$ cat config.mk
export PLATFORM = sky130hd
export DESIGN_NAME = auto_recloser_sequencer
export DESIGN_NICKNAME = d
export VERILOG_FILES = /design/src/hw/rtl/arsq_pkg.sv /design/src/hw/rtl/arsq_timer.sv /design/src/hw/rtl/arsq_core.sv /design/src/hw/rtl/auto_recloser_sequencer.sv
export SDC_FILE = /design/constraint.sdc
export NUM_CORES = 1
export LEC_CHECK = 0
export BUFFER_PORTS_ARGS = -buffer_cell sky130_fd_sc_hd__buf_2
export CAP_MARGIN = 5
export CORE_MARGIN = 2
export CORE_UTILIZATION = 57
export CTS_BUF_LIST = sky130_fd_sc_hd__clkbuf_8
export DETAILED_ROUTE_END_ITERATION = 6
export GPL_TIMING_DRIVEN = 0
export PLACE_DENSITY = 0.78
export SYNTH_ARGS = -nofsm -noshare
export SYNTH_HDL_FRONTEND = slang
export SYNTH_SLANG_ARGS = --single-unit
$ cat constraint.sdc
create_clock -name i_clk -period 3.7 [get_ports i_clk]
set_clock_uncertainty 0.05 [all_clocks]
set_input_delay 0.555 -clock i_clk [delete_from_list [all_inputs] [get_ports i_clk]]
set_output_delay 0.555 -clock i_clk [all_outputs]
set_load 0.02 [all_outputs]
$ cat src/hw/rtl/arsq_pkg.sv
// Shared types, codes and widths for the auto-recloser sequencer.
package arsq_pkg;

    localparam int TIMER_BITS = 20;
    localparam int COUNT_BITS = 4;
    localparam int CFG_BITS   = 20;
    localparam int CFG_IDX_BITS = 2;

    localparam logic [COUNT_BITS-1:0] COUNT_MAX = '1;

    // Item kinds.
    localparam logic [1:0] KIND_TICK = 2'd0;
    localparam logic [1:0] KIND_TRIP = 2'd1;
    localparam logic [1:0] KIND_POS  = 2'd2;

    // Trip stages.
    localparam logic [1:0] ST_IDLE    = 2'd0;
    localparam logic [1:0] ST_TRIPPED = 2'd1;
    localparam logic [1:0] ST_OPEN    = 2'd2;

    // Breaker positions.
    localparam logic [1:0] POS_INTER  = 2'd0;
    localparam logic [1:0] POS_OPEN   = 2'd1;
    localparam logic [1:0] POS_CLOSED = 2'd2;

    // Configuration register indexes.
    localparam logic [CFG_IDX_BITS-1:0] CFG_RESP_TIMEOUT = 2'd0;
    localparam logic [CFG_IDX_BITS-1:0] CFG_RECLOSE_DLY  = 2'd1;
    localparam logic [CFG_IDX_BITS-1:0] CFG_REARM_DLY    = 2'd2;
    localparam logic [CFG_IDX_BITS-1:0] CFG_MAX_RECLOSES = 2'd3;

    // Reset values of the configuration registers.
    localparam logic [TIMER_BITS-1:0] RESP_TIMEOUT_RST = 20'd10000;
    localparam logic [TIMER_BITS-1:0] RECLOSE_DLY_RST  = 20'd3000;
    localparam logic [TIMER_BITS-1:0] REARM_DLY_RST    = 20'd60000;
    localparam logic [COUNT_BITS-1:0] MAX_RECLOSES_RST = 4'd4;

    typedef struct packed {
        logic [1:0] kind;
        logic       value_present;
        logic       trip_active;
        logic [1:0] breaker_position;
    } t_item;

    typedef struct packed {
        logic [TIMER_BITS-1:0] response_timeout;
        logic [TIMER_BITS-1:0] reclose_delay;
        logic [TIMER_BITS-1:0] rearm_delay;
        logic [COUNT_BITS-1:0] max_recloses;
    } t_cfg;

    typedef struct packed {
        logic                  close_command;
        logic                  lockout_event;
        logic                  timeout_event;
        logic [1:0]            trip_stage;
        logic [COUNT_BITS-1:0] reclose_count;
    } t_result;

endpackage

$ cat src/hw/rtl/arsq_timer.sv
// Down-counting delay timer with start, tick and expiry.
module arsq_timer
    import arsq_pkg::*;
(
    input  logic                  i_clk,
    input  logic                  i_rst_n,
    input  logic                  i_tick,
    input  logic                  i_start,
    input  logic [TIMER_BITS-1:0] i_delay,
    output logic                  o_expire
);

    logic                  r_run;
    logic [TIMER_BITS-1:0] r_cnt;

    // A count of zero or one expires on the next tick, so a delay of zero acts like one.
    assign o_expire = i_tick && r_run && (r_cnt <= TIMER_BITS'(1));

    always_ff @(posedge i_clk) begin
        if (!i_rst_n) begin
            r_run <= 1'b0;
        end else if (i_tick && r_run) begin
            if (o_expire) begin
                r_run <= 1'b0;
            end
        end else if (i_start && !r_run) begin
            r_run <= 1'b1;
        end
    end

    always_ff @(posedge i_clk) begin
        if (i_tick && r_run) begin
            if (o_expire) begin
                r_cnt <= '0;
            end else begin
                r_cnt <= r_cnt - TIMER_BITS'(1);
            end
        end else if (i_start && !r_run) begin
            r_cnt <= i_delay;
        end
    end

`ifndef SYNTHESIS
    a_start_runs: assert property (@(posedge i_clk) disable iff (!i_rst_n)
        i_start && !i_tick |=> r_run)
        else $error("timer not running after start");
    a_expire_stops: assert property (@(posedge i_clk) disable iff (!i_rst_n)
        o_expire |=> !r_run)
        else $error("timer still running after expiry");
`endif

endmodule

$ cat src/hw/rtl/arsq_core.sv
// Sequencer state, its three timers and the per-item update logic.
module arsq_core
    import arsq_pkg::*;
(
    input  logic    i_clk,
    input  logic    i_rst_n,
    input  logic    i_en,
    input  t_item   i_item,
    input  t_cfg    i_cfg,
    output t_result o_res
);

    logic [1:0]            r_stage;
    logic [COUNT_BITS-1:0] r_count;
    logic [1:0]            r_last_pos;
    logic                  r_pos_known;

    logic [1:0]            n_stage;
    logic [COUNT_BITS-1:0] n_count;
    logic [1:0]            n_last_pos;
    logic                  n_pos_known;

    logic tick;
    logic start_to, start_rc, start_ra;
    logic exp_to, exp_rc, exp_ra;
    logic close_cmd, lockout, tout;

    assign tick = i_en && (i_item.kind == KIND_TICK);

    arsq_timer u_timeout (
        .i_clk    (i_clk),
        .i_rst_n  (i_rst_n),
        .i_tick   (tick),
        .i_start  (start_to),
        .i_delay  (i_cfg.response_timeout),
        .o_expire (exp_to)
    );

    arsq_timer u_reclose (
        .i_clk    (i_clk),
        .i_rst_n  (i_rst_n),
        .i_tick   (tick),
        .i_start  (start_rc),
        .i_delay  (i_cfg.reclose_delay),
        .o_expire (exp_rc)
    );

    arsq_timer u_rearm (
        .i_clk    (i_clk),
        .i_rst_n  (i_rst_n),
        .i_tick   (tick),
        .i_start  (start_ra),
        .i_delay  (i_cfg.rearm_delay),
        .o_expire (exp_ra)
    );

    always_comb begin
        n_stage     = r_stage;
        n_count     = r_count;
        n_last_pos  = r_last_pos;
        n_pos_known = r_pos_known;
        start_to    = 1'b0;
        start_rc    = 1'b0;
        start_ra    = 1'b0;
        close_cmd   = 1'b0;
        lockout     = 1'b0;
        tout        = 1'b0;

        case (i_item.kind)
            KIND_TICK: begin
                // Expiries in one tick are handled timeout, reclose, rearm.
                if (exp_to && n_stage == ST_TRIPPED) begin
                    n_stage = ST_IDLE;
                    tout    = 1'b1;
                end
                if (exp_rc && n_stage == ST_OPEN && r_pos_known &&
                    r_last_pos == POS_OPEN) begin
                    close_cmd = 1'b1;
                    if (n_count != COUNT_MAX) begin
                        n_count = n_count + COUNT_BITS'(1);
                    end
                    n_stage = ST_IDLE;
                end
                if (exp_ra && (n_stage != ST_IDLE || n_count != '0) && r_pos_known &&
                    r_last_pos == POS_CLOSED) begin
                    n_stage = ST_IDLE;
                    n_count = '0;
                end
            end
            KIND_TRIP: begin
                if (i_item.value_present && i_item.trip_active && r_stage == ST_IDLE) begin
                    n_stage  = ST_TRIPPED;
                    start_to = i_en;
                end
            end
            KIND_POS: begin
                if (i_item.value_present) begin
                    n_last_pos  = i_item.breaker_position;
                    n_pos_known = 1'b1;
                    if (r_stage == ST_TRIPPED && i_item.breaker_position == POS_OPEN) begin
                        if (r_count < i_cfg.max_recloses) begin
                            n_stage  = ST_OPEN;
                            start_rc = i_en;
                        end else begin
                            lockout = 1'b1;
                            if (n_count != COUNT_MAX) begin
                                n_count = n_count + COUNT_BITS'(1);
                            end
                            n_stage = ST_IDLE;
                        end
                    end
                    if ((n_stage != ST_IDLE || n_count != '0) &&
                        i_item.breaker_position == POS_CLOSED) begin
                        start_ra = i_en;
                    end
                end
            end
            default: begin
            end
        endcase
    end

    always_ff @(posedge i_clk) begin
        if (!i_rst_n) begin
            r_stage     <= ST_IDLE;
            r_count     <= '0;
            r_last_pos  <= POS_INTER;
            r_pos_known <= 1'b0;
        end else if (i_en) begin
            r_stage     <= n_stage;
            r_count     <= n_count;
            r_last_pos  <= n_last_pos;
            r_pos_known <= n_pos_known;
        end
    end

    assign o_res.close_command = close_cmd;
    assign o_res.lockout_event = lockout;
    assign o_res.timeout_event = tout;
    assign o_res.trip_stage    = n_stage;
    assign o_res.reclose_count = n_count;

`ifndef SYNTHESIS
    a_close_counts: assert property (@(posedge i_clk) disable iff (!i_rst_n)
        i_en && close_cmd |=> r_count != '0)
        else $error("close command issued without counting the attempt");
    a_timeout_idle: assert property (@(posedge i_clk) disable iff (!i_rst_n)
        i_en && tout |=> r_stage == ST_IDLE)
        else $error("timeout left the stage busy");
    a_trip_enters: assert property (@(posedge i_clk) disable iff (!i_rst_n)
        i_en && i_item.kind == KIND_TRIP && i_item.value_present &&
        i_item.trip_active && r_stage == ST_IDLE |=> r_stage == ST_TRIPPED)
        else $error("trip while idle did not enter the tripped stage");
`endif

endmodule

$ cat src/hw/rtl/auto_recloser_sequencer.sv
// Top level of the auto-recloser sequencer: handshakes, configuration and result register.
//
//  channel   direction  handshake            beat contents
//  input     in         i_valid / o_stall    i_kind, i_value_present, i_trip_active,
//                                            i_breaker_position
//  result    out        o_valid / i_stall    o_close_command, o_lockout_event,
//                                            o_timeout_event, o_trip_stage, o_reclose_count
//  config    in         i_cfg_we             i_cfg_idx, i_cfg_data
//
// Every input beat yields one result beat, passed through the input and result registers.
// One beat is taken each cycle while o_stall is low; the state update is combinational.
// The input register and the result register decouple the sides, so a new beat is
// taken while a finished result waits; o_stall rises only when both are full and
// the result side stalls.
// Synchronous reset clears the stage, count, timers and configuration to defaults.
module auto_recloser_sequencer
    import arsq_pkg::*;
(
    input  logic                    i_clk,
    input  logic                    i_rst_n,
    input  logic                    i_valid,
    output logic                    o_stall,
    input  logic [1:0]              i_kind,
    input  logic                    i_value_present,
    input  logic                    i_trip_active,
    input  logic [1:0]              i_breaker_position,
    output logic                    o_valid,
    input  logic                    i_stall,
    output logic                    o_close_command,
    output logic                    o_lockout_event,
    output logic                    o_timeout_event,
    output logic [1:0]              o_trip_stage,
    output logic [COUNT_BITS-1:0]   o_reclose_count,
    input  logic                    i_cfg_we,
    input  logic [CFG_IDX_BITS-1:0] i_cfg_idx,
    input  logic [CFG_BITS-1:0]     i_cfg_data
);

    logic    r_in_vld;
    t_item   r_item;
    logic    r_out_vld;
    t_result r_res;
    t_cfg    r_cfg;

    logic    adv;
    logic    process;
    logic    accept;
    t_result res;

    assign adv     = !r_out_vld || !i_stall;
    assign process = r_in_vld && adv;
    assign o_stall = r_in_vld && !adv;
    assign accept  = i_valid && !o_stall;

    always_ff @(posedge i_clk) begin
        if (!i_rst_n) begin
            r_cfg.response_timeout <= RESP_TIMEOUT_RST;
            r_cfg.reclose_delay    <= RECLOSE_DLY_RST;
            r_cfg.rearm_delay      <= REARM_DLY_RST;
            r_cfg.max_recloses     <= MAX_RECLOSES_RST;
        end else if (i_cfg_we) begin
            case (i_cfg_idx)
                CFG_RESP_TIMEOUT: r_cfg.response_timeout <= i_cfg_data[TIMER_BITS-1:0];
                CFG_RECLOSE_DLY:  r_cfg.reclose_delay    <= i_cfg_data[TIMER_BITS-1:0];
                CFG_REARM_DLY:    r_cfg.rearm_delay      <= i_cfg_data[TIMER_BITS-1:0];
                CFG_MAX_RECLOSES: r_cfg.max_recloses     <= i_cfg_data[COUNT_BITS-1:0];
                default: begin
                end
            endcase
        end
    end

    always_ff @(posedge i_clk) begin
        if (!i_rst_n) begin
            r_in_vld <= 1'b0;
        end else if (accept) begin
            r_in_vld <= 1'b1;
        end else if (process) begin
            r_in_vld <= 1'b0;
        end
    end

    always_ff @(posedge i_clk) begin
        if (accept) begin
            r_item.kind             <= i_kind;
            r_item.value_present    <= i_value_present;
            r_item.trip_active      <= i_trip_active;
            r_item.breaker_position <= i_breaker_position;
        end
    end

    arsq_core u_core (
        .i_clk   (i_clk),
        .i_rst_n (i_rst_n),
        .i_en    (process),
        .i_item  (r_item),
        .i_cfg   (r_cfg),
        .o_res   (res)
    );

    always_ff @(posedge i_clk) begin
        if (!i_rst_n) begin
            r_out_vld <= 1'b0;
        end else if (process) begin
            r_out_vld <= 1'b1;
        end else if (!i_stall) begin
            r_out_vld <= 1'b0;
        end
    end

    always_ff @(posedge i_clk) begin
        if (process) begin
            r_res <= res;
        end
    end

    assign o_valid         = r_out_vld;
    assign o_close_command = r_res.close_command;
    assign o_lockout_event = r_res.lockout_event;
    assign o_timeout_event = r_res.timeout_event;
    assign o_trip_stage    = r_res.trip_stage;
    assign o_reclose_count = r_res.reclose_count;

`ifndef SYNTHESIS
    a_stall_only_full: assert property (@(posedge i_clk) disable iff (!i_rst_n)
        o_stall |-> r_in_vld && r_out_vld && i_stall)
        else $error("input stalled while a register was free");
`endif

endmodule

---- After elaboration in Yosys (flattened, before gate mapping) ----
Cells that the tools add are included.
operators by class
  magnitude comparators ................... 4
  equal/unequal tests ..................... 16
  reductions and logical operators ........ 54
  muxes and demuxes ....................... 56
  add/subtract/negate cells ............... 4
operators with widths
  kind                   number
  $mux 20                9
  $le 20x1->1 const B    3
  $sub 20x1->20 const B  3
  $mux 4                 9
  $mux 1                 25
  $logic_and 1x1->1      24
  $mux 2                 11
  $reduce_and 2->1       7
  $eq 2x2->1 const B     6
  $reduce_bool 2->1      6
  $eq 2x1->1 const B     5
  $ne 2x1->1 const B     4
  $pmux 4 s2             1
  $reduce_bool 4->1      2
  $logic_not 1->1        7
  $logic_not 2->1        3
  $pmux 2 s3             1
  $reduce_and 3->1       2
  $add 4x1->4 const B    1
  $lt 4x4->1             1
  $ne 4x4->1 const B     1
  $logic_or 1x1->1       3
word-level totals
  output and inout bits ................... 11
  register bits after elaboration ......... 153
  word-level logic and storage cells ...... 159

---- Depth between registers and ports, before layout ----
  word-level depth ........................ 22
  gate-level depth with buffers ........... 10

---- Hierarchy ----
From an unflattened synthesis, not the netlist that was laid out.
second synthesis, totals
  cells, all modules ...................... 829
  area total of the unflattened synthesis .. 8,130.3 sq um
modules (own cells, without submodules)
  module                            area each (sq um)  seq. area each (sq um)  instances  cells each
  auto_recloser_sequencer           3,029.2            1,771.7                 1          273
  arsq_timer at u_core.u_rearm ...  1,285.0            620.6                   2          131
  arsq_timer at u_core.u_timeout    1,390.1            620.6                   1          137
  arsq_core                         1,141.1            180.2                   1          157

---- Worst setup path after synthesis ----
No wires, ideal clock.
  path kind ............................... input to register
  start ................................... input i_stall
  end ..................................... register u_core.u_reclose.r_cnt[0], enable pin
  path buffers ............................ 1
  path slack .............................. -292 ps
  arrival time ............................ 3,517 ps
  cell stages on the path ................. 7
  path through ............................ nand2_1 > nand2_1 > inv_1 > clkbuf_1 > nand3_1 > or4_1 > o21ai_0
between the ends
  word-level cells in the longest chain between the ends .. 9
RTL lines
  item                                  RTL line                       text
  start: declaration                    auto_recloser_sequencer.sv:28  input logic i_stall,
  $logic_not 1->1 *                     -
  $logic_or 1x1->1 *                    auto_recloser_sequencer.sv:50  assign adv = !r_out_vld || !i_stall;
  $logic_and 1x1->1 *                   auto_recloser_sequencer.sv:51  assign process = r_in_vld && adv;
  via process                           auto_recloser_sequencer.sv:46  logic process;
  $mux 1                                arsq_core.sv:101               if (r_count < i_cfg.max_recloses) begin
  $mux 1                                arsq_core.sv:100               if (r_stage == ST_TRIPPED && i_item.breaker_position == POS_OPEN) begin
  $mux 1                                arsq_core.sv:97                if (i_item.value_present) begin
  $mux 1                                arsq_core.sv:69                case (i_item.kind)
  $logic_and 1x1->1                     arsq_timer.sv:38               end else if (i_start && !r_run) begin
  $reduce_bool 2->1 (no source line) *  -
  end signal: assignment                arsq_timer.sv:36               r_cnt <= r_cnt - TIMER_BITS'(1);
  end signal: assignment                arsq_timer.sv:39               r_cnt <= i_delay;
  end: declaration                      arsq_timer.sv:14               logic [TIMER_BITS-1:0] r_cnt;
Mark *: on every way through the listed nets, which the timed path passes. The rest lies on a longest branch.
A chain may end at the register's enable or synchronous reset.

---- Worst setup path after layout ----
  start ................................... register r_out_vld, in the netlist o_valid
  end ..................................... register u_core.u_reclose.r_cnt[9], enable pin
between the ends
  word-level cells in the longest chain between the ends .. 9
RTL lines
  item                                  RTL line                        text
  start: declaration                    auto_recloser_sequencer.sv:41   logic r_out_vld;
  start signal: assignment              auto_recloser_sequencer.sv:103  r_out_vld <= 1'b0;
  start signal: assignment              auto_recloser_sequencer.sv:105  r_out_vld <= 1'b1;
  start signal: assignment              auto_recloser_sequencer.sv:107  r_out_vld <= 1'b0;
  $logic_not 1->1 *                     auto_recloser_sequencer.sv:50
  $logic_or 1x1->1 *                    auto_recloser_sequencer.sv:50
  $logic_and 1x1->1 *                   auto_recloser_sequencer.sv:51
  via process                           auto_recloser_sequencer.sv:46
  $mux 1                                arsq_core.sv:101
  $mux 1                                arsq_core.sv:100
  $mux 1                                arsq_core.sv:97
  $mux 1                                arsq_core.sv:69
  $logic_and 1x1->1                     arsq_timer.sv:38
  $reduce_bool 2->1 (no source line) *  -
Marked as above.

==> impl_metrics.yaml <==
timing:
  fin_tns_setup_ns: 0
  rsz0062_at_grt: "no"
  fin_ws_ns: 0.245
  fin_crit_ns: 3.46
  slew_headroom_pct: 38.9
  fmax_ghz: 0.289
  worstMarginPinSlew_ns: 0.917
  setup_viol: 0
  finalMaxSlewViolations: 0
  hold_violations: 0
  timing.hold.ws_ns: 0.217
  finalCritPeriodShare_pct: 93.4
outcome:
  status: "finished clean"
synth:
  synth_seq_area_share_pct: 52.6
  syn-num-nets: 836
  synth_top_cell_area_share_pct: 31.0
  synthFlopType: "dfxtp_1"
  ys_types: 53
  ys_seq_elements: 153
  synth_edf_count: 75
  yosys.area.top_type: "edfxtp_1"
  syn_area_um2: 7260
  synthArstFlopShare_pct: 0
  avgSynthCellArea_um2: 9.15
  syn_inst: 793
  yosysWarnings: 0
  synth_top_cells_by_area: "edfxtp_1, dfxtp_1, nand2_1"
global_routing:
  grt_pass1_wl_um: 28400
  grt_usage_pct: 27.1
  grt_max_degree: 21
  grt_pass1_vias: 5911
  overflow: 0
  antenna_found_initial: 0
placement:
  portBuffers: 43
  gp_congestion: 0.920
  dp_cells: 1010
  place_ws_ns: -0.347
  hpwl_um: 12800
  placedInstanceArea_um2: 7730
power_and_ir_drop:
  ir_drop_uv: 237
  p_sw_share_pct: 22.9
  comb_power_share_pct: 5.9
  power_frac_clock_pct: 40.1
  p_int_w: 0.00262
  seqPwrFrac_pct: 54.1
  p_sw_w: 0.000777
  pwr_density_cell_nw_per_um2: 416
  power_leakage_nw: 2.98
clock_network:
  cts_setup_buffers: 0
  path_clk_slew_ns: 0.07
  cts_root_buffer: "clkbuf_8"
  cts_tree: "done"
  cts_hold_buf: 0
  clock_path_buffers: 2
  cts_made_buffers: 17
  clkLatencyLatePin_ns: 0.47
  cts_htree_levels: 4
  cts.sinks: 153
floorplanning:
  die-width_um: 117
  io-pin-count: 44
  fp-row-count: 41
  die_y_um: 117
  coreArea_um2: 12500
  fp.dieArea_um2: 13600
  start_util_pct: 58.0
detailed_routing:
  detail_route.wl_per_cell_um: 16.6
  vias: 6012
  via_per_inst: 5.77
  drcViolationCount: 0
  wirelength_um: 17300
  firstDrtPassIters: 5
  ant_nets: 0
  drt_iter0_drc: 495
hold_path:
  hold_path.class: "in2reg"
  whs_endpoint: "r_item[4]"
  holdCritStartpoint: "i_kind[0]"
  worstHoldPathCells: 1
setup_path:
  setup.worst_path.end_class: "flip-flop"
  r2r-end: "u_core.u_reclose.r_cnt[9]"
  r2r_slack_ns: 0.24
  cp.arrival_ns: 3.50
  startpoint_type: "flip-flop"
  required_ns: 3.75
  crit_type: "reg2reg"
  ff2ff_path_depth: 7
  worst-path-max-fanout: 20
  worstReg2RegStart: "o_valid"
finish:
  seq_area_um2: 3810
  multi_input_area_um2: 3250
  design_area_um2: 8170
  nets: 900
  fill_cells: 1038
  final_cells: 1042
  syn_to_final_growth_pct: 12.6
  drive_above_1_share_pct: 10.6
  diodes: 0
run:
  cap_violations: 0
[synth_stat cells (2+ instances only)]
master	n
nand2_1	201
o221a_1	2
a211oi_1	4
nor3_1	20
ha_1	10
mux2i_1	9
nand2b_1	7
or4_4	3
and3_1	2
o22ai_1	2
nor2b_1	3
o31ai_1	14
or3_1	5
a21o_1	4
o21ai_1	2
a31oi_1	4
or2_2	2
o2bb2ai_1	2
nor4_1	11
or4_1	13
dfxtp_1	78
nand3_1	29
xor2_1	12
clkbuf_1	38
edfxtp_1	75
a21oi_1	55
nor3b_1	4
xnor2_1	36
and2_1	3
nor2_1	45
o22a_1	3
nand3b_1	6
inv_1	17
o21ai_0	53
[cell usage in the layout (no fill, tap or decap), types with 5 or more instances in the layout]
master    synthesis  final
mux2i_1           9      9
dfxtp_1          78     78
edfxtp_1         75     75
nand2b_1          7      7
nand3b_1          6      6
o21ai_0          53     51
or4_1            13     13
or3_1             5      5
o31ai_1          14     14
xor2_1           12     12
xnor2_1          36     36
inv_1            17     19
a21oi_1          55     55
nand2_1         201    201
nor4_1           11     11
clkbuf_1         38     38
buf_2             0     43
ha_1             10     10
clkbuf_8          0     21
nor2_1           45     45
nor3_1           20     19
nand3_1          29     29
[per-layer routing]
metal  share of wire [%]  global-route usage (%)  wire [µm]
met4                 2.8                    11.2        481
met1                  44                    35.4       7580
met3                 6.3                    5.46       1090
met5                   0                       0          0
met2                  47                    44.4       8150
[through the flow]
| step | total power, W | util (%) |
|---|---|---|
| after floorplan | 0.00199 | - |
| after global placement | 0.00206 | 61.4 |
| after detailed placement | 0.00207 | 61.7 |
| after CTS | 0.00342 | 65.2 |
| after global routing | 0.00352 | 65.3 |
| final | 0.00340 | 65.3 |
[layout make-up]
cell class	instances	area share, %
sequential	153	46.7
multi-input combinational	584	39.8
clock buffer	21	3.54
timing repair buffer	45	3.00
tap	172	2.63
clock inverter	11	1.75
buffer	38	1.75
inverter	18	0.827
[sequential cells by signal, summed over array words and instances, names as in the netlist]
signal / count
u_core.r_last_pos: 2
o_lockout_event: 1
u_core.u_rearm.r_run: 1
u_core.u_timeout.r_cnt: 20
r_in_vld: 1
u_core.u_timeout.r_run: 1
o_close_command: 1
u_core.u_reclose.r_run: 1
o_timeout_event: 1
r_item: 6
u_core.u_rearm.r_cnt: 20
r_cfg: 64
u_core.r_pos_known: 1
o_trip_stage: 2
u_core.u_reclose.r_cnt: 20
o_reclose_count: 4
u_core.r_count: 4
u_core.r_stage: 2
o_valid: 1
[critical path, cell delays in order, from the launching register on]
cell and delay, ns:
dfxtp_1 0.33, nand2_1 0.06, nand2_1 0.22, inv_1 0.15
clkbuf_1 0.70, nand3_1 0.44, or4_1 0.58, o21ai_4 0.55
[worst max-delay path by stage]
stage	from	to	slack, ns	cells after the start
6_report	o_valid	u_core.u_reclose.r_cnt[9]	0.24	7
3_5_place_dp	i_stall	u_core.u_reclose.r_cnt[9]	-0.35	8
3_3_place_gp	i_stall	u_core.u_reclose.r_cnt[12]	-0.65	8
5_1_grt	u_core.u_timeout.r_cnt[10]	o_reclose_count[3]	0.06	7
4_1_cts	o_valid	u_core.u_reclose.r_cnt[9]	0.008	7
2_1_floorplan	i_stall	u_core.u_reclose.r_cnt[0]	0.25	7
[cell families (layout without fill, tap and decap cells)]
group	Yosys count	count (layout)	share of synthesized area (%)
AO/OA/AOI/OAI	155	155	12.8
XOR/XNOR	48	48	5.79
adder cells (fa/ha/maj)	10	10	1.72
buffers and inverters	56	133	2.90
flip-flops	153	153	52.6
multiplexers	10	10	1.40
AND/OR/NAND/NOR	361	361	22.8
[repair_timing]
action / in CTS / in global routing
setup endpoints to repair: 0 / 20
endpoints found under the hold margin: 0 / 0
resized for setup: 0 / 1
[power groups by stage]
stage                     Combinational, W  Clock [W]  Sequential [W]
after floorplan                   0.000115          0         0.00187
after global placement            0.000187          0         0.00187
after detailed placement          0.000195          0         0.00187
after CTS                         0.000196    0.00139         0.00184
after global routing              0.000222    0.00145         0.00184
final                             0.000200    0.00136         0.00184
(Power assumes the default switching activity.)
